$ cat config.mk
export PLATFORM = sky130hd
export DESIGN_NAME = iebus_frame_receiver
export DESIGN_NICKNAME = d
export VERILOG_FILES = /design/src/design/iebus_pkg.sv /design/src/design/iebus_frame_receiver.sv
export SDC_FILE = /design/constraint.sdc
export NUM_CORES = 1
export LEC_CHECK = 0
export ABC_AREA = 1
export BUFFER_PORTS_ARGS = -buffer_cell sky130_fd_sc_hd__clkbuf_2
export CAP_MARGIN = 10
export CORE_MARGIN = 2
export CORE_UTILIZATION = 30
export DETAILED_ROUTE_END_ITERATION = 8
export PLACE_DENSITY = 0.56
export SLEW_MARGIN = 20
export SYNTH_ARGS = -nofsm -noshare
export SYNTH_HDL_FRONTEND = slang
export SYNTH_SLANG_ARGS = --single-unit
$ cat constraint.sdc
create_clock -name clk -period 7.8 [get_ports clk]
set_clock_uncertainty 0.05 [all_clocks]
set_input_delay 0.39 -clock clk [delete_from_list [all_inputs] [get_ports clk]]
set_output_delay 0.39 -clock clk [all_outputs]
set_load 0.005 [all_outputs]
$ cat src/design/iebus_pkg.sv
// ----------------------------------------------------------------------------
// iebus_pkg
// Shared codes, widths and the result record of the IEBus frame receiver.
// ----------------------------------------------------------------------------
`default_nettype none

package iebus_pkg;

	// Field widths
	localparam int unsigned TickW = 12;
	localparam int unsigned AddrW = 12;
	localparam int unsigned ByteW = 8;
	localparam int unsigned CodeW = 3;
	localparam int unsigned CfgIdxW = 2;
	localparam int unsigned CfgDataW = 12;

	// Configuration register indexes
	localparam logic [CfgIdxW-1:0] CFG_OWN_ADDRESS = 2'd0;
	localparam logic [CfgIdxW-1:0] CFG_BIT_ZERO_MIN = 2'd1;
	localparam logic [CfgIdxW-1:0] CFG_START_MIN = 2'd2;
	localparam logic [CfgIdxW-1:0] CFG_MAX_LENGTH = 2'd3;

	// Configuration reset values
	localparam logic [AddrW-1:0] OWN_ADDRESS_RST = 12'd0;
	localparam logic [TickW-1:0] BIT_ZERO_MIN_RST = 12'd26;
	localparam logic [TickW-1:0] START_MIN_RST = 12'd150;
	localparam logic [ByteW-1:0] MAX_LENGTH_RST = 8'd32;

	// Event codes
	localparam logic [CodeW-1:0] EV_ADDR = 3'd0;
	localparam logic [CodeW-1:0] EV_CTRL = 3'd1;
	localparam logic [CodeW-1:0] EV_LEN = 3'd2;
	localparam logic [CodeW-1:0] EV_DATA = 3'd3;
	localparam logic [CodeW-1:0] EV_END = 3'd4;
	localparam logic [CodeW-1:0] EV_ERR = 3'd5;

	// Error codes
	localparam logic [CodeW-1:0] ERR_NONE = 3'd0;
	localparam logic [CodeW-1:0] ERR_START = 3'd0;
	localparam logic [CodeW-1:0] ERR_MASTER_PAR = 3'd1;
	localparam logic [CodeW-1:0] ERR_SLAVE_PAR = 3'd2;
	localparam logic [CodeW-1:0] ERR_CTRL_PAR = 3'd3;
	localparam logic [CodeW-1:0] ERR_LEN_PAR = 3'd4;
	localparam logic [CodeW-1:0] ERR_TOO_LONG = 3'd5;
	localparam logic [CodeW-1:0] ERR_DATA_PAR = 3'd6;

	// One result item
	typedef struct packed {
		logic [CodeW-1:0] event_res;
		logic [CodeW-1:0] error_code;
		logic             is_broadcast_bit;
		logic [AddrW-1:0] master_addr;
		logic [AddrW-1:0] slave_addr;
		logic             addressed_to_me;
		logic [ByteW-1:0] payload_length;
		logic [ByteW-1:0] data_value;
		logic [ByteW-1:0] data_index;
		logic             ack_next;
	} result_t;

endpackage

`default_nettype wire

$ cat src/design/iebus_frame_receiver.sv
// ----------------------------------------------------------------------------
// iebus_frame_receiver
// Decodes measured bus pulses into IEBus frame fields, checks parity and
// length, and flags frames addressed to this node.
// ----------------------------------------------------------------------------
//  Channel  Dir  Handshake               Payload
//  in       in   in_valid / in_stall     pulse_ticks
//  out      out  out_valid / out_stall   event_res .. ack_next (ten fields)
//  cfg      in   cfg_write_en            cfg_index, cfg_data
//
//  One pulse per cycle while in_stall is low; each pulse updates the frame
//  state in the cycle it is transferred; its result, if any, is registered in
//  the output register, or in the skid register behind it, which absorbs one
//  result while out stalls; in_stall is raised only while the skid is full.
//  Reset returns the decoder to idle and loads the configuration defaults.
// ----------------------------------------------------------------------------
`default_nettype none

module iebus_frame_receiver
	import iebus_pkg::*;
(
	input  wire logic                clk,
	input  wire logic                arst_n,
	// pulse input
	input  wire logic                in_valid,
	output logic                     in_stall,
	input  wire logic [TickW-1:0]    pulse_ticks,
	// result output
	output logic                     out_valid,
	input  wire logic                out_stall,
	output logic [CodeW-1:0]         event_res,
	output logic [CodeW-1:0]         error_code,
	output logic                     is_broadcast_bit,
	output logic [AddrW-1:0]         master_addr,
	output logic [AddrW-1:0]         slave_addr,
	output logic                     addressed_to_me,
	output logic [ByteW-1:0]         payload_length,
	output logic [ByteW-1:0]         data_value,
	output logic [ByteW-1:0]         data_index,
	output logic                     ack_next,
	// configuration
	input  wire logic                cfg_write_en,
	input  wire logic [CfgIdxW-1:0]  cfg_index,
	input  wire logic [CfgDataW-1:0] cfg_data
);

	typedef enum logic [3:0] {
		PH_IDLE   = 4'd0,
		PH_BCAST  = 4'd1,
		PH_MASTER = 4'd2,
		PH_MPAR   = 4'd3,
		PH_SLAVE  = 4'd4,
		PH_SPAR   = 4'd5,
		PH_ACK_A  = 4'd6,
		PH_CTRL   = 4'd7,
		PH_CPAR   = 4'd8,
		PH_ACK_C  = 4'd9,
		PH_LEN    = 4'd10,
		PH_LPAR   = 4'd11,
		PH_ACK_L  = 4'd12,
		PH_DATA   = 4'd13,
		PH_DPAR   = 4'd14,
		PH_ACK_D  = 4'd15
	} phase_t;

	// configuration registers
	logic [AddrW-1:0] own_address_q;
	logic [TickW-1:0] bit_zero_min_q;
	logic [TickW-1:0] start_min_q;
	logic [ByteW-1:0] max_length_q;

	// frame state
	phase_t           phase_q, phase_d;
	logic [3:0]       bits_left_q, bits_left_d;
	logic [AddrW-1:0] shift_q, shift_d;
	logic             parity_q, parity_d;
	logic             mode_q, mode_d;
	logic [AddrW-1:0] master_q, master_d;
	logic [AddrW-1:0] slave_q, slave_d;
	logic             me_q, me_d;
	logic [ByteW-1:0] length_q, length_d;
	logic [ByteW-1:0] count_q, count_d;

	// result path
	logic             res_hit;
	logic [CodeW-1:0] res_ev;
	logic [CodeW-1:0] res_err;
	logic [ByteW-1:0] res_dval;
	logic [ByteW-1:0] res_didx;
	result_t          res_c;
	result_t          out_q, skid_q;
	logic             out_valid_q, skid_valid_q;

	logic in_xfer;
	logic out_xfer;
	logic rx_bit;
	logic [3:0] bits_dec;
	logic [ByteW-1:0] count_inc;

	assign in_stall = skid_valid_q;
	assign in_xfer  = in_valid & ~skid_valid_q;
	assign out_xfer = out_valid_q & ~out_stall;

	assign rx_bit    = (pulse_ticks < bit_zero_min_q);
	assign bits_dec  = bits_left_q - 4'd1;
	assign count_inc = count_q + 8'd1;

	// configuration writes
	always_ff @(posedge clk or negedge arst_n) begin
		if (!arst_n) begin
			own_address_q  <= OWN_ADDRESS_RST;
			bit_zero_min_q <= BIT_ZERO_MIN_RST;
			start_min_q    <= START_MIN_RST;
			max_length_q   <= MAX_LENGTH_RST;
		end else if (cfg_write_en) begin
			case (cfg_index)
				CFG_OWN_ADDRESS:  own_address_q  <= cfg_data;
				CFG_BIT_ZERO_MIN: bit_zero_min_q <= cfg_data;
				CFG_START_MIN:    start_min_q    <= cfg_data;
				CFG_MAX_LENGTH:   max_length_q   <= cfg_data[ByteW-1:0];
				default: ;
			endcase
		end
	end

	// frame decode: next state and result for the pulse at the input
	always_comb begin
		phase_d     = phase_q;
		bits_left_d = bits_left_q;
		shift_d     = shift_q;
		parity_d    = parity_q;
		mode_d      = mode_q;
		master_d    = master_q;
		slave_d     = slave_q;
		me_d        = me_q;
		length_d    = length_q;
		count_d     = count_q;
		res_hit     = 1'b0;
		res_ev      = EV_ERR;
		res_err     = ERR_NONE;
		res_dval    = '0;
		res_didx    = '0;

		case (phase_q)
			PH_IDLE: begin
				if (pulse_ticks < start_min_q) begin
					res_hit = 1'b1;
					res_ev  = EV_ERR;
					res_err = ERR_START;
				end else begin
					mode_d   = 1'b0;
					master_d = '0;
					slave_d  = '0;
					me_d     = 1'b0;
					length_d = '0;
					count_d  = '0;
					phase_d  = PH_BCAST;
				end
			end
			PH_BCAST: begin
				mode_d      = rx_bit;
				phase_d     = PH_MASTER;
				bits_left_d = 4'd12;
				shift_d     = '0;
				parity_d    = 1'b0;
			end
			PH_MASTER, PH_SLAVE, PH_CTRL, PH_LEN, PH_DATA: begin
				shift_d     = {shift_q[AddrW-2:0], rx_bit};
				parity_d    = parity_q ^ rx_bit;
				bits_left_d = bits_dec;
				if (bits_dec == 4'd0)
					phase_d = phase_t'(phase_q + 4'd1);
			end
			PH_MPAR: begin
				if (rx_bit != parity_q) begin
					res_hit = 1'b1;
					res_err = ERR_MASTER_PAR;
					phase_d = PH_IDLE;
				end else begin
					master_d    = shift_q;
					phase_d     = PH_SLAVE;
					bits_left_d = 4'd12;
					shift_d     = '0;
					parity_d    = 1'b0;
				end
			end
			PH_SPAR: begin
				res_hit = 1'b1;
				if (rx_bit != parity_q) begin
					res_err = ERR_SLAVE_PAR;
					phase_d = PH_IDLE;
				end else begin
					slave_d = shift_q;
					me_d    = (shift_q == own_address_q);
					phase_d = PH_ACK_A;
					res_ev  = EV_ADDR;
				end
			end
			PH_ACK_A: begin
				phase_d     = PH_CTRL;
				bits_left_d = 4'd4;
				shift_d     = '0;
				parity_d    = 1'b0;
			end
			PH_CPAR: begin
				res_hit = 1'b1;
				if (rx_bit != parity_q) begin
					res_err = ERR_CTRL_PAR;
					phase_d = PH_IDLE;
				end else begin
					phase_d = PH_ACK_C;
					res_ev  = EV_CTRL;
				end
			end
			PH_ACK_C: begin
				phase_d     = PH_LEN;
				bits_left_d = 4'd8;
				shift_d     = '0;
				parity_d    = 1'b0;
			end
			PH_LPAR: begin
				res_hit = 1'b1;
				if (rx_bit != parity_q) begin
					res_err = ERR_LEN_PAR;
					phase_d = PH_IDLE;
				end else begin
					length_d = shift_q[ByteW-1:0];
					phase_d  = PH_ACK_L;
					res_ev   = EV_LEN;
				end
			end
			PH_ACK_L: begin
				if (length_q > max_length_q) begin
					res_hit = 1'b1;
					res_err = ERR_TOO_LONG;
					phase_d = PH_IDLE;
				end else if (length_q == '0) begin
					res_hit = 1'b1;
					res_ev  = EV_END;
					phase_d = PH_IDLE;
				end else begin
					phase_d     = PH_DATA;
					bits_left_d = 4'd8;
					shift_d     = '0;
					parity_d    = 1'b0;
				end
			end
			PH_DPAR: begin
				res_hit  = 1'b1;
				res_didx = count_q;
				if (rx_bit != parity_q) begin
					res_err = ERR_DATA_PAR;
					phase_d = PH_IDLE;
				end else begin
					phase_d  = PH_ACK_D;
					res_ev   = EV_DATA;
					res_dval = shift_q[ByteW-1:0];
				end
			end
			PH_ACK_D: begin
				count_d = count_inc;
				if (count_inc == length_q) begin
					res_hit = 1'b1;
					res_ev  = EV_END;
					phase_d = PH_IDLE;
				end else begin
					phase_d     = PH_DATA;
					bits_left_d = 4'd8;
					shift_d     = '0;
					parity_d    = 1'b0;
				end
			end
			default: ;
		endcase
	end

	// result record built from the updated frame registers
	always_comb begin
		res_c.event_res        = res_ev;
		res_c.error_code       = res_err;
		res_c.is_broadcast_bit = mode_d;
		res_c.master_addr      = master_d;
		res_c.slave_addr       = slave_d;
		res_c.addressed_to_me  = me_d;
		res_c.payload_length   = length_d;
		res_c.data_value       = res_dval;
		res_c.data_index       = res_didx;
		res_c.ack_next         = (res_ev <= EV_DATA) ? me_d : 1'b0;
	end

	// frame state registers, updated on each input transfer
	always_ff @(posedge clk or negedge arst_n) begin
		if (!arst_n) begin
			phase_q     <= PH_IDLE;
			bits_left_q <= '0;
			shift_q     <= '0;
			parity_q    <= 1'b0;
			mode_q      <= 1'b0;
			master_q    <= '0;
			slave_q     <= '0;
			me_q        <= 1'b0;
			length_q    <= '0;
			count_q     <= '0;
		end else if (in_xfer) begin
			phase_q     <= phase_d;
			bits_left_q <= bits_left_d;
			shift_q     <= shift_d;
			parity_q    <= parity_d;
			mode_q      <= mode_d;
			master_q    <= master_d;
			slave_q     <= slave_d;
			me_q        <= me_d;
			length_q    <= length_d;
			count_q     <= count_d;
		end
	end

	// output register with skid stage
	always_ff @(posedge clk or negedge arst_n) begin
		if (!arst_n) begin
			out_valid_q  <= 1'b0;
			skid_valid_q <= 1'b0;
		end else if (!out_valid_q || out_xfer) begin
			if (skid_valid_q) begin
				out_valid_q  <= 1'b1;
				skid_valid_q <= 1'b0;
			end else begin
				out_valid_q <= in_xfer & res_hit;
			end
		end else if (in_xfer && res_hit) begin
			skid_valid_q <= 1'b1;
		end
	end

	always_ff @(posedge clk) begin
		if (!out_valid_q || out_xfer) begin
			if (skid_valid_q)
				out_q <= skid_q;
			else if (in_xfer && res_hit)
				out_q <= res_c;
		end else if (in_xfer && res_hit) begin
			skid_q <= res_c;
		end
	end

	assign out_valid        = out_valid_q;
	assign event_res        = out_q.event_res;
	assign error_code       = out_q.error_code;
	assign is_broadcast_bit = out_q.is_broadcast_bit;
	assign master_addr      = out_q.master_addr;
	assign slave_addr       = out_q.slave_addr;
	assign addressed_to_me  = out_q.addressed_to_me;
	assign payload_length   = out_q.payload_length;
	assign data_value       = out_q.data_value;
	assign data_index       = out_q.data_index;
	assign ack_next         = out_q.ack_next;

endmodule

`default_nettype wire

==> out/summary.txt, run 1 <==
core box area -> 35,700 um^2
Slew HR -> 40.6%
Syn Std Cell Area -> 10,900 um^2
htree depth -> 1
Final setup viols -> 0
Longest Clk Path Bufs -> 3
switching pwr -> 1.20 mW
post-synthesis compound-gate area fraction -> 6.69%
clock root cell -> clkbuf_16
mux cell area share after synthesis -> 0%
Startpoint Class -> flip-flop
share of layout cells above drive strength 1 -> 15.2%
Ys Warns -> 0
CTS Buf Count -> 25
Worst Setup End Kind -> flip-flop
type of the worst min-delay path -> primary input to flip-flop
Peak supply drop -> 0.126 mV
Slew Viols, Final -> 0
Mean Syn Cell Area -> 8.95 um^2
CP Class -> flip-flop to flip-flop
min Tclk post-route -> 3250 ps
ant diodes -> 0
CTS resizes -> 0
Total Routed Length -> 26.3 mm
Worst-path clk slew -> 60 ps
internal power -> 2.44 mW
crit path DAT -> 3350 ps
design area -> 12,700 um^2
DIE WIDTH -> 195 um
Site Rows -> 69
antenna-violating nets left -> 0
initial antenna violation count -> 0
Fin. Hold Viols -> 0
Tot Pwr -> 3.64 mW
DR WL/cell -> 14.7 um
post-synthesis adder-cell area fraction -> 4.24%
Congestion Overflow GR -> 0
Area Growth Syn to Fin -> 16.1%
residual DRC count -> 0
Pwr Density -> 287 nW/um^2
Slew @ Worst Pin -> 891 ps
Syn Nets -> 1,288
Switching Share -> 33.0%
post-DP HPWL -> 18.7 mm
R2R Setup Slk -> 4550 ps
Die H -> 195 um
crit path from -> phase_q[3]$_DFFE_PN0P_
largest family of logic cells by synthesized area -> simple AND/OR/NAND/NOR gates
HP Start -> cfg_data[10]
vias in the first global route -> 7,989
Post-DP Area -> 11,800 um^2
Final #Nets -> 1,376
setup TNS after final layout -> 0 ps
Clock Power Share -> 32.2%
1st-iter DRT viols -> 597
Required @ worst endpoint -> 7900 ps
CTS tree -> yes
Synth Area in XOR/XNOR -> 1.12%
Synth Area in Simple Gates -> 25.9%
worst skew pair latency -> 530 ps
Die ar. -> 37,900 um^2
vias per cell -> 4.63
Post-Synthesis Cells -> 1,220
RSZ-0062 raised after global routing -> false
leakage -> 5.93 nW
global placement routability congestion -> 0.849
Seq cells post-synth -> 223
combinational power share -> 25.0%
R2R depth -> 10
GRT Total Usage -> 13.9%
Clock Sinks -> 223
top fanout value on the critical path -> 57
CP endpoint -> data_index[2]$_DFFE_PP_
Synth async-reset ratio -> 48.9%
Synth Flop Type -> edfxtp_1
io pins -> 90
Seq pwr share -> 42.8%
Starting Density -> 30.6%
hold slack final -> 107 ps
via count -> 8,280
commonest non-fill, non-tap cell in the layout -> nand2_1
fin crit share -> 41.7%
Worst R2R Start -> phase_q[3]$_DFFE_PN0P_
hold depth -> 3
largest net degree at the start of global routing -> 69
Seq/Total Area, Yosys -> 56.4%
MaxCap Viol Count -> 0
status -> finished, final reports clean
RR Endpoint -> data_index[2]$_DFFE_PP_
number of flops mapped to enable cells by yosys -> 114
commonest non-fill, non-tap cells in the layout -> nand2_1 (486), edfxtp_1 (114), inv_1 (104), dfrtp_1 (101), clkbuf_2 (88)
Port Buffer Count -> 89
first-pass GRT wire length -> 42.9 mm
first-pass iteration count of the detailed router -> 7
FMAX -> 308 MHz
unique cell type count in the Yosys netlist -> 43
[sequential cells by signal, indices dropped and copies added (netlist names), 8 cells and up]
| name | count |
|---|---|
| skid_q | 57 |
| slave_addr | 12 |
| data_index | 8 |
| slave_q | 12 |
| payload_length | 8 |
| start_min_q | 12 |
| shift_q | 12 |
| bit_zero_min_q | 12 |
| master_addr | 12 |
| own_address_q | 12 |
| max_length_q | 8 |
| data_value | 8 |
| length_q | 8 |
| master_q | 12 |
| count_q | 8 |
[layout make-up]
| type | count | area [um^2] |
|---|---|---|
| fill | 3655 | 23100 |
| sequential | 223 | 6160 |
| multi-input combinational | 846 | 4160 |
| clock buffer | 33 | 707 |
| tap | 461 | 577 |
| timing repair buffer | 97 | 510 |
| inverter | 115 | 439 |
| clock inverter | 13 | 121 |
[power groups by stage]
stage          Sequential, mW  Clock, mW  Combinational, mW
3_3_place_gp             1.58          0              0.911
6_report                 1.56       1.17              0.911
3_5_place_dp             1.58          0              0.919
4_1_cts                  1.56       1.21              0.924
5_1_grt                  1.58       1.26               1.03
2_1_floorplan            1.57          0              0.633
[routing by layer]
layer  vias to the layer above  global-route usage, %  routed length, um
li1                       4130                      -                  -
met1                      3915                   20.1              12900
met2                       202                   21.9              11600
met3                        33                   2.01               1200
met4                         0                   3.73                602
met5                         -                      0                  0
[worst min path at each step]
stage | end | slack, ps
floorplan | bit_zero_min_q[0]$_DFFE_PN0P_ | 40
global placement | master_q[10]$_DFFE_PN0P_ | 400
detailed placement | master_q[10]$_DFFE_PN0P_ | 400
CTS | bit_zero_min_q[10]$_DFFE_PN0P_ | 90
global route | bit_zero_min_q[10]$_DFFE_PN0P_ | 120
finish | own_address_q[10]$_DFFE_PN0P_ | 110
[metrics by stage]
| step | utilization (%) | std cells | worst slack, ps |
|---|---|---|---|
| 6_report | 35.5 | 1788 | 4550 |
| 5_1_grt | 35.5 | 1788 | 4200 |
| 4_1_cts | 35.5 | 1788 | 4540 |
| 3_5_place_dp | 33.1 | 1741 | 4490 |
| 3_3_place_gp | 33.1 | 1741 | 4540 |
| 2_1_floorplan | - | 1220 | 2820 |
[critical path: stages (launching register included)]
cell and delay [ps]:
dfrtp_1 510, nor2_4 200, nand2_1 350, inv_1 360, nand3_2 180, nand2_2 100
clkinv_2 90, nand3_1 70, nand2_1 170, a21oi_4 150, buf_4 550
[Yosys cell counts (3+ instances only)]
master / instances / share of area [%]
edfxtp_1: 114 / 31
ha_1: 37 / 4.2
nand3_1: 51 / 2.3
clkbuf_1: 17 / 0.58
nor2_2: 5 / 0.29
nor2_1: 78 / 2.7
a21oi_1: 18 / 0.83
o211ai_1: 9 / 0.62
nand2_1: 486 / 17
nand4_1: 7 / 0.40
o21ai_1: 7 / 0.32
dfstp_2: 8 / 1.9
nand2_2: 9 / 0.52
xor2_1: 11 / 0.88
inv_1: 104 / 3.6
buf_4: 3 / 0.21
o21ai_2: 8 / 0.64
inv_2: 7 / 0.24
nand2_4: 3 / 0.31
a31oi_1: 10 / 0.57
dfrtp_1: 101 / 23
o21ai_0: 67 / 3.1
xnor2_1: 3 / 0.24
nand3_2: 13 / 1.2
nor2_4: 4 / 0.41
buf_1: 9 / 0.31
nor4_1: 4 / 0.23
a21o_1: 5 / 0.34
buf_2: 4 / 0.18
[kinds of logic (layout without fill, tap and decap cells)]
| family | count (synthesis) | after routing |
|---|---|---|
| AND/OR/NAND/NOR | 667 | 667 |
| AO/OA/AOI/OAI | 128 | 128 |
| adder cells (fa/ha/maj) | 37 | 37 |
| flip-flops | 223 | 223 |
| XOR/XNOR | 14 | 14 |
| buffers and inverters | 151 | 258 |
[repair_timing]
item	4_1_cts	5_1_grt
hold buffers	1	0
hold endpoints to repair	41	0
buffers inserted	0	0
setup endpoints to repair	0	0
Note: power is estimated with default switching activity, not from simulation.
==> run 2: changes to the inputs <==
- PLACE_DENSITY: 0.56 -> 0.57
- clock period: 7.8 -> 2.8 ns (I/O delays scaled with it)
==> run 2 against run 1 <==
Against the previous run: total power rose to 2.8 times the previous value; register-to-register slack got worse by 4300 ps; setup slack lost 4300 ps; flip-flop and latch count did not move.
==> out/summary.txt, run 2 (synthesis gave the netlist of run 1 again) <==
status -> finished, final reports clean
design area -> 13,000 um^2 (+2.4%)
CTS Buf Count -> 25 (unchanged)
hold depth -> 5 (+2)
Biggest register -> skid_q
Starting Density -> 30.6% (unchanged)
hold slack final -> 115 ps (+7.56 ps)
Slew @ Worst Pin -> 779 ps (-112 ps)
initial antenna violation count -> 0 (unchanged)
Largest stage delay, worst path -> 350 ps (-200 ps)
R2R Setup Slk -> 200 ps (-4350 ps)
Congestion Overflow GR -> 0 (unchanged)
Worst-path clk slew -> 60 ps (about the same)
CP delay by family, top -> simple AND/OR/NAND/NOR gates
GRT Total Usage -> 14.3% (+0.34 points)
Total Routed Length -> 26.7 mm (+1.6%)
largest net degree at the start of global routing -> 64 (-7.2%)
commonest non-fill, non-tap cells in the layout -> nand2_1 (484), edfxtp_1 (114), inv_1 (102), dfrtp_1 (101), clkbuf_2 (88)
leakage -> 6.06 nW (+2.2%)
HP Start -> in_valid
Final #Nets -> 1,404 (+2.0%)
DR WL/cell -> 14.7 um (+0.12%)
first-pass GRT wire length -> 43.6 mm (+1.7%)
top fanout value on the critical path -> 30 (-47%)
worst skew pair latency -> 540 ps (about the same)
Slew Viols, Final -> 0 (unchanged)
CTS tree -> yes
clock root cell -> clkbuf_16
core box area -> 35,700 um^2 (unchanged)
Setup Buffers After CTS -> 0 (unchanged)
crit path DAT -> 2780 ps (-570 ps)
residual DRC count -> 0 (unchanged)
Fin. Hold Viols -> 0 (unchanged)
setup ws final -> 203 ps (-4350 ps)
Area Growth Syn to Fin -> 18.9%
internal power -> 6.78 mW (+180%)
io pins -> 90 (unchanged)
MaxCap Viol Count -> 0 (unchanged)
CP max stage cell -> dfrtp_1
via count -> 8,333 (+0.64%)
Pwr Density -> 783 nW/um^2 (+170%)
Worst R2R Start -> bit_zero_min_q[7]$_DFFE_PN0P_
CP most frequent cell -> nand2_2
switching pwr -> 3.38 mW (+180%)
ant diodes -> 0 (unchanged)
vias in the first global route -> 8,009 (+0.25%)
commonest non-fill, non-tap cell in the layout -> nand2_1
min Tclk post-route -> 2600 ps (-653 ps)
DIE WIDTH -> 195 um (unchanged)
hold endpoint -> in_stall$_DFFE_PN0P_
Die H -> 195 um (unchanged)
FILL cells -> 3,691 (+0.98%)
antenna-violating nets left -> 0 (unchanged)
type of the worst min-delay path -> primary input to flip-flop
Longest Clk Path Bufs -> 3 (unchanged)
Tot Pwr -> 10.2 mW (+180%)
Slew HR -> 47.9% (+7.3 points)
Worst Setup End Kind -> flip-flop
Clock Power Share -> 30.8% (-1.4 points)
Peak supply drop -> 0.473 mV (+280%)
Switching Share -> 33.3% (+0.28 points)
RSZ-0062 raised after global routing -> false
combinational power share -> 26.6% (+1.6 points)
Post-DP Area -> 12,100 um^2 (+1.8%)
global placement routability congestion -> 0.903 (+6.5%)
RR Endpoint -> data_index[3]$_DFFE_PP_
fin crit share -> 92.8% (+51 points)
first-pass iteration count of the detailed router -> 5 (-2)
Port Buffer Count -> 89 (unchanged)
R2R depth -> 14 (+4)
share of layout cells above drive strength 1 -> 16.2% (+0.95 points)
Final setup viols -> 0 (unchanged)
post-layout util -> 36.3% (+0.85 points)
Site Rows -> 69 (unchanged)
Largest register FFs -> 57 (unchanged)
htree depth -> 1 (unchanged)
CP Class -> flip-flop to flip-flop
Die ar. -> 37,900 um^2 (unchanged)
FMAX -> 385 MHz (+25%)
post-DP HPWL -> 19.3 mm (+3.3%)
vias per cell -> 4.59 (-0.86%)
Seq pwr share -> 42.6% (-0.2 points)
Worst Path Buf+Inv -> 3 (unchanged)
Clock Sinks -> 223 (unchanged)
Startpoint Class -> flip-flop
pre-CTS setup slack -> 198 ps (-4300 ps)
sequence of cells on the critical path -> inv_1, ha_1, a21oi_1, nand2_1, a21oi_2, nand2_2, nand2_2, nand3_2, nand2_2, clkinv_4, nand3_4, nand2_4, a21oi_4, buf_12
Required @ worst endpoint -> 2980 ps (-4920 ps)
1st-iter DRT viols -> 622 (+4.2%)
-- run 2: how the worst max path moves through the flow --
stage                                        from                   endpoint  slack (ps)  cells past startpoint
floorplan           bit_zero_min_q[1]$_DFFE_PN1P_         ack_next$_DFFE_PP_        -290                     15
global placement    bit_zero_min_q[4]$_DFFE_PN1P_  master_addr[10]$_DFFE_PP_         230                     13
detailed placement  bit_zero_min_q[4]$_DFFE_PN1P_  master_addr[10]$_DFFE_PP_         200                     13
CTS                 bit_zero_min_q[4]$_DFFE_PN1P_  master_addr[10]$_DFFE_PP_         190                     13
global route        bit_zero_min_q[7]$_DFFE_PN0P_    data_index[1]$_DFFE_PP_           6                     16
finish              bit_zero_min_q[7]$_DFFE_PN0P_    data_index[3]$_DFFE_PP_         200                     14
-- run 2: layout make-up --
| type | count | area (um^2) | share of cell area [%] |
|---|---|---|---|
| flip-flops and latches | 223 | 6160 | 47.5 |
| multi-input cells | 846 | 4210 | 32.4 |
| repair buffers | 125 | 816 | 6.28 |
| clock buffers | 35 | 693 | 5.34 |
| well taps | 461 | 577 | 4.44 |
| inverters | 115 | 443 | 3.41 |
| clock inverters | 10 | 82.6 | 0.636 |
-- run 2: what timing repair did --
item / 4_1_cts / 5_1_grt
endpoints found under the setup margin: 0 / 3
hold buffers: 14 / 0
endpoints found under the hold margin: 90 / 0
resized for setup: 0 / 2
-- run 2: power groups by stage --
stage                     Sequential, mW  Combinational [mW]  Clock (mW)
after floorplan                     4.36                1.81           0
after global placement              4.39                2.68           0
after detailed placement            4.40                2.69           0
after CTS                           4.34                2.72        3.22
after global routing                4.39                3.06        3.35
final                               4.33                2.70        3.12
-- run 2: layer usage --
layer  GRT usage, %  vias up  share of wire, %
met4           4.01        0               2.4
met2           21.8      175                44
met3           2.01       38               4.5
met1           21.0     3929                49
li1               -     4191                 -
met5              0        -                 0
-- run 2: worst reg2reg max path: stages (launching register included) --
cell and delay [ps]:
dfrtp_1 350, inv_1 40, ha_1 290, a21oi_1 160, nand2_1 90, a21oi_2 200
nand2_2 120, nand2_2 120, nand3_2 80, nand2_2 100, clkinv_4 70, nand3_4 70
nand2_4 80, a21oi_4 220, buf_12 220
-- run 2: through the flow --
stage	TNS, ps	cells
after floorplan	-25050	1220
after global placement	0	1756
after detailed placement	0	1756
after CTS	0	1815
after global routing	0	1815
final	0	1815
==> run 3: changes to the inputs <==
- CORE_ASPECT_RATIO: unset -> 0.9
==> run 3 against run 2 <==
Against the previous run: total power grew 5.9%; flip-flop and latch count unchanged; setup slack worse by 43 ps; critical endpoint is now is_broadcast_bit$_DFFE_PP_; largest cell class unchanged; largest power group unchanged.
==> out/summary.txt, run 3 (synthesis gave the netlist of run 1 again) <==
Final setup viols -> 0 (unchanged)
commonest non-fill, non-tap cell in the layout -> nand2_1
placed cells -> 1,776 (+1.1%)
Slew @ Worst Pin -> 810 ps (+31.2 ps)
DIE WIDTH -> 205 um (+5.3%)
Fin. Hold Viols -> 0 (unchanged)
Area Growth Syn to Fin -> 21.4%
first-pass iteration count of the detailed router -> 4 (-1)
Required @ worst endpoint -> 2970 ps (about the same)
hold endpoint -> master_q[10]$_DFFE_PN0P_
via count -> 8,444 (+1.3%)
global placement routability congestion -> 0.888 (-1.7%)
core box area -> 36,000 um^2 (+0.73%)
CP delay by family, top -> simple AND/OR/NAND/NOR gates
Congestion Overflow GR -> 0 (unchanged)
Clock Power Share -> 33.4% (+2.6 points)
hold depth -> 5 (unchanged)
Switching Share -> 32.0% (-1.3 points)
largest net degree at the start of global routing -> 64 (unchanged)
Worst-path clk slew -> 60 ps (about the same)
Die H -> 185 um (-5.0%)
MaxCap Viol Count -> 0 (unchanged)
top fanout value on the critical path -> 22 (-27%)
min Tclk post-route -> 2640 ps (+42.6 ps)
sequence of cells on the critical path -> inv_1, ha_1, nand2_2, inv_1, nand2_1, nand2_1, a21oi_4, nand2_2, nand2_2, nand3_2, nand2_2, clkinv_4, nand3_4, nand2_4, a21oi_4, buf_12, buf_12
Worst Path Buf+Inv -> 5 (+2)
Largest stage delay, worst path -> 340 ps (about the same)
1st-iter DRT viols -> 633 (+1.8%)
Clock Sinks -> 223 (unchanged)
design area -> 13,300 um^2 (+2.1%)
htree depth -> 1 (unchanged)
crit path DAT -> 2810 ps (+30 ps)
Tot Pwr -> 10.8 mW (+5.9%)
commonest non-fill, non-tap cells in the layout -> nand2_1 (483), edfxtp_1 (114), inv_1 (102), dfrtp_1 (101), clkbuf_2 (88)
RR Endpoint -> is_broadcast_bit$_DFFE_PP_
ant diodes -> 0 (unchanged)
Final #Nets -> 1,414 (+0.71%)
initial antenna violation count -> 0 (unchanged)
leakage -> 6.15 nW (+1.5%)
first-pass GRT wire length -> 43.9 mm (+0.60%)
Slew HR -> 46.0% (-1.9 points)
Longest Clk Path Bufs -> 3 (unchanged)
FMAX -> 379 MHz (-1.6%)
setup TNS after final layout -> 0 ps (unchanged)
Biggest register -> skid_q
R2R Setup Slk -> 160 ps (-40 ps)
post-DP HPWL -> 19.6 mm (+1.7%)
Non-Filler Instances -> 1,841 (+1.4%)
CTS Buf Count -> 25 (unchanged)
HP Start -> in_valid
hold slack final -> 110 ps (-5.19 ps)
CP max stage cell -> dfrtp_1
Total Routed Length -> 27.4 mm (+2.6%)
Pwr Density -> 811 nW/um^2 (+3.7%)
Startpoint Class -> flip-flop
worst skew pair latency -> 530 ps (about the same)
status -> finished, final reports clean
residual DRC count -> 0 (unchanged)
Starting Density -> 30.3% (-0.22 points)
vias per cell -> 4.59 (about the same)
vias in the first global route -> 7,988 (-0.26%)
type of the worst min-delay path -> primary input to flip-flop
internal power -> 7.31 mW (+7.9%)
share of layout cells above drive strength 1 -> 17.7% (+1.5 points)
Port Buffer Count -> 89 (unchanged)
io pins -> 90 (unchanged)
crit path from -> bit_zero_min_q[11]$_DFFE_PN0P_
Post-DP Area -> 12,100 um^2 (+0.26%)
R2R depth -> 17 (+3)
combinational power share -> 26.2% (-0.4 points)
Worst Setup End Kind -> flip-flop
Die ar. -> 37,900 um^2 (about the same)
Seq pwr share -> 40.3% (-2.3 points)
antenna-violating nets left -> 0 (unchanged)
GRT Total Usage -> 14.5% (+0.28 points)
CP most frequent cell -> nand2_2
Slew Viols, Final -> 0 (unchanged)
Site Rows -> 66 (-4.3%)
fin crit share -> 94.3% (+1.5 points)
CP Class -> flip-flop to flip-flop
Peak supply drop -> 0.456 mV (-3.7%)
DR WL/cell -> 14.9 um (+1.1%)
switching pwr -> 3.44 mW (+1.8%)
Worst R2R Start -> bit_zero_min_q[11]$_DFFE_PN0P_
clock root cell -> clkbuf_16
Largest register FFs -> 57 (unchanged)
CTS tree -> yes
-- run 3: layout make-up --
class                      instances  area [um^2]
clock inverter                    13          219
fill                            3692        22800
sequential                       223         6160
multi-input combinational        846         4240
timing repair buffer             135          912
clock buffer                      33          686
tap                              476          596
inverter                         115          443
-- run 3: worst max-delay path by stage --
stage / to / slack [ps] / cells past startpoint
2_1_floorplan: ack_next$_DFFE_PP_ / -290 / 15
3_3_place_gp: master_addr[10]$_DFFE_PP_ / 100 / 12
3_5_place_dp: is_broadcast_bit$_DFFE_PP_ / 80 / 16
4_1_cts: is_broadcast_bit$_DFFE_PP_ / 50 / 16
5_1_grt: is_broadcast_bit$_DFFE_PP_ / -10 / 17
6_report: is_broadcast_bit$_DFFE_PP_ / 160 / 17
-- run 3: layer usage --
| metal | vias to the layer above | share of wire (%) | track usage [%] |
|---|---|---|---|
| met4 | 0 | 2.0 | 3.19 |
| met2 | 180 | 45 | 22.9 |
| met3 | 34 | 4.0 | 1.85 |
| met1 | 4026 | 49 | 21.3 |
| li1 | 4204 | - | - |
| met5 | - | 0 | 0 |
-- run 3: worst register-to-register path, delay by kind of cell, from the launching register on --
kind / cells / cell delay [ps]
AND/OR/NAND/NOR: 9 / 820
flip-flops: 1 / 340
buffers and inverters: 5 / 470
AO/OA/AOI/OAI: 2 / 340
adder cells (fa/ha/maj): 1 / 300
-- run 3: metrics by stage --
stage	setup slack (ps)	util, %
3_3_place_gp	101	33.6
3_5_place_dp	75.7	33.6
2_1_floorplan	-292	-
5_1_grt	-9.91	36.8
4_1_cts	54.4	36.5
6_report	160	36.8
-- run 3: power groups by stage --
stage               logic (mW)  registers, mW  clock network [mW]
floorplan                 1.81           4.36                   0
global route              3.18           4.39                3.82
global placement          2.66           4.40                   0
CTS                       2.70           4.34                3.69
finish                    2.82           4.34                3.59
detailed placement        2.68           4.40                   0
-- run 3: repair_timing --
item,in CTS,in global routing
buffers inserted,0,4
hold endpoints to repair,95,0
hold buffers,14,0
resized for setup,0,13
setup endpoints to repair,0,109
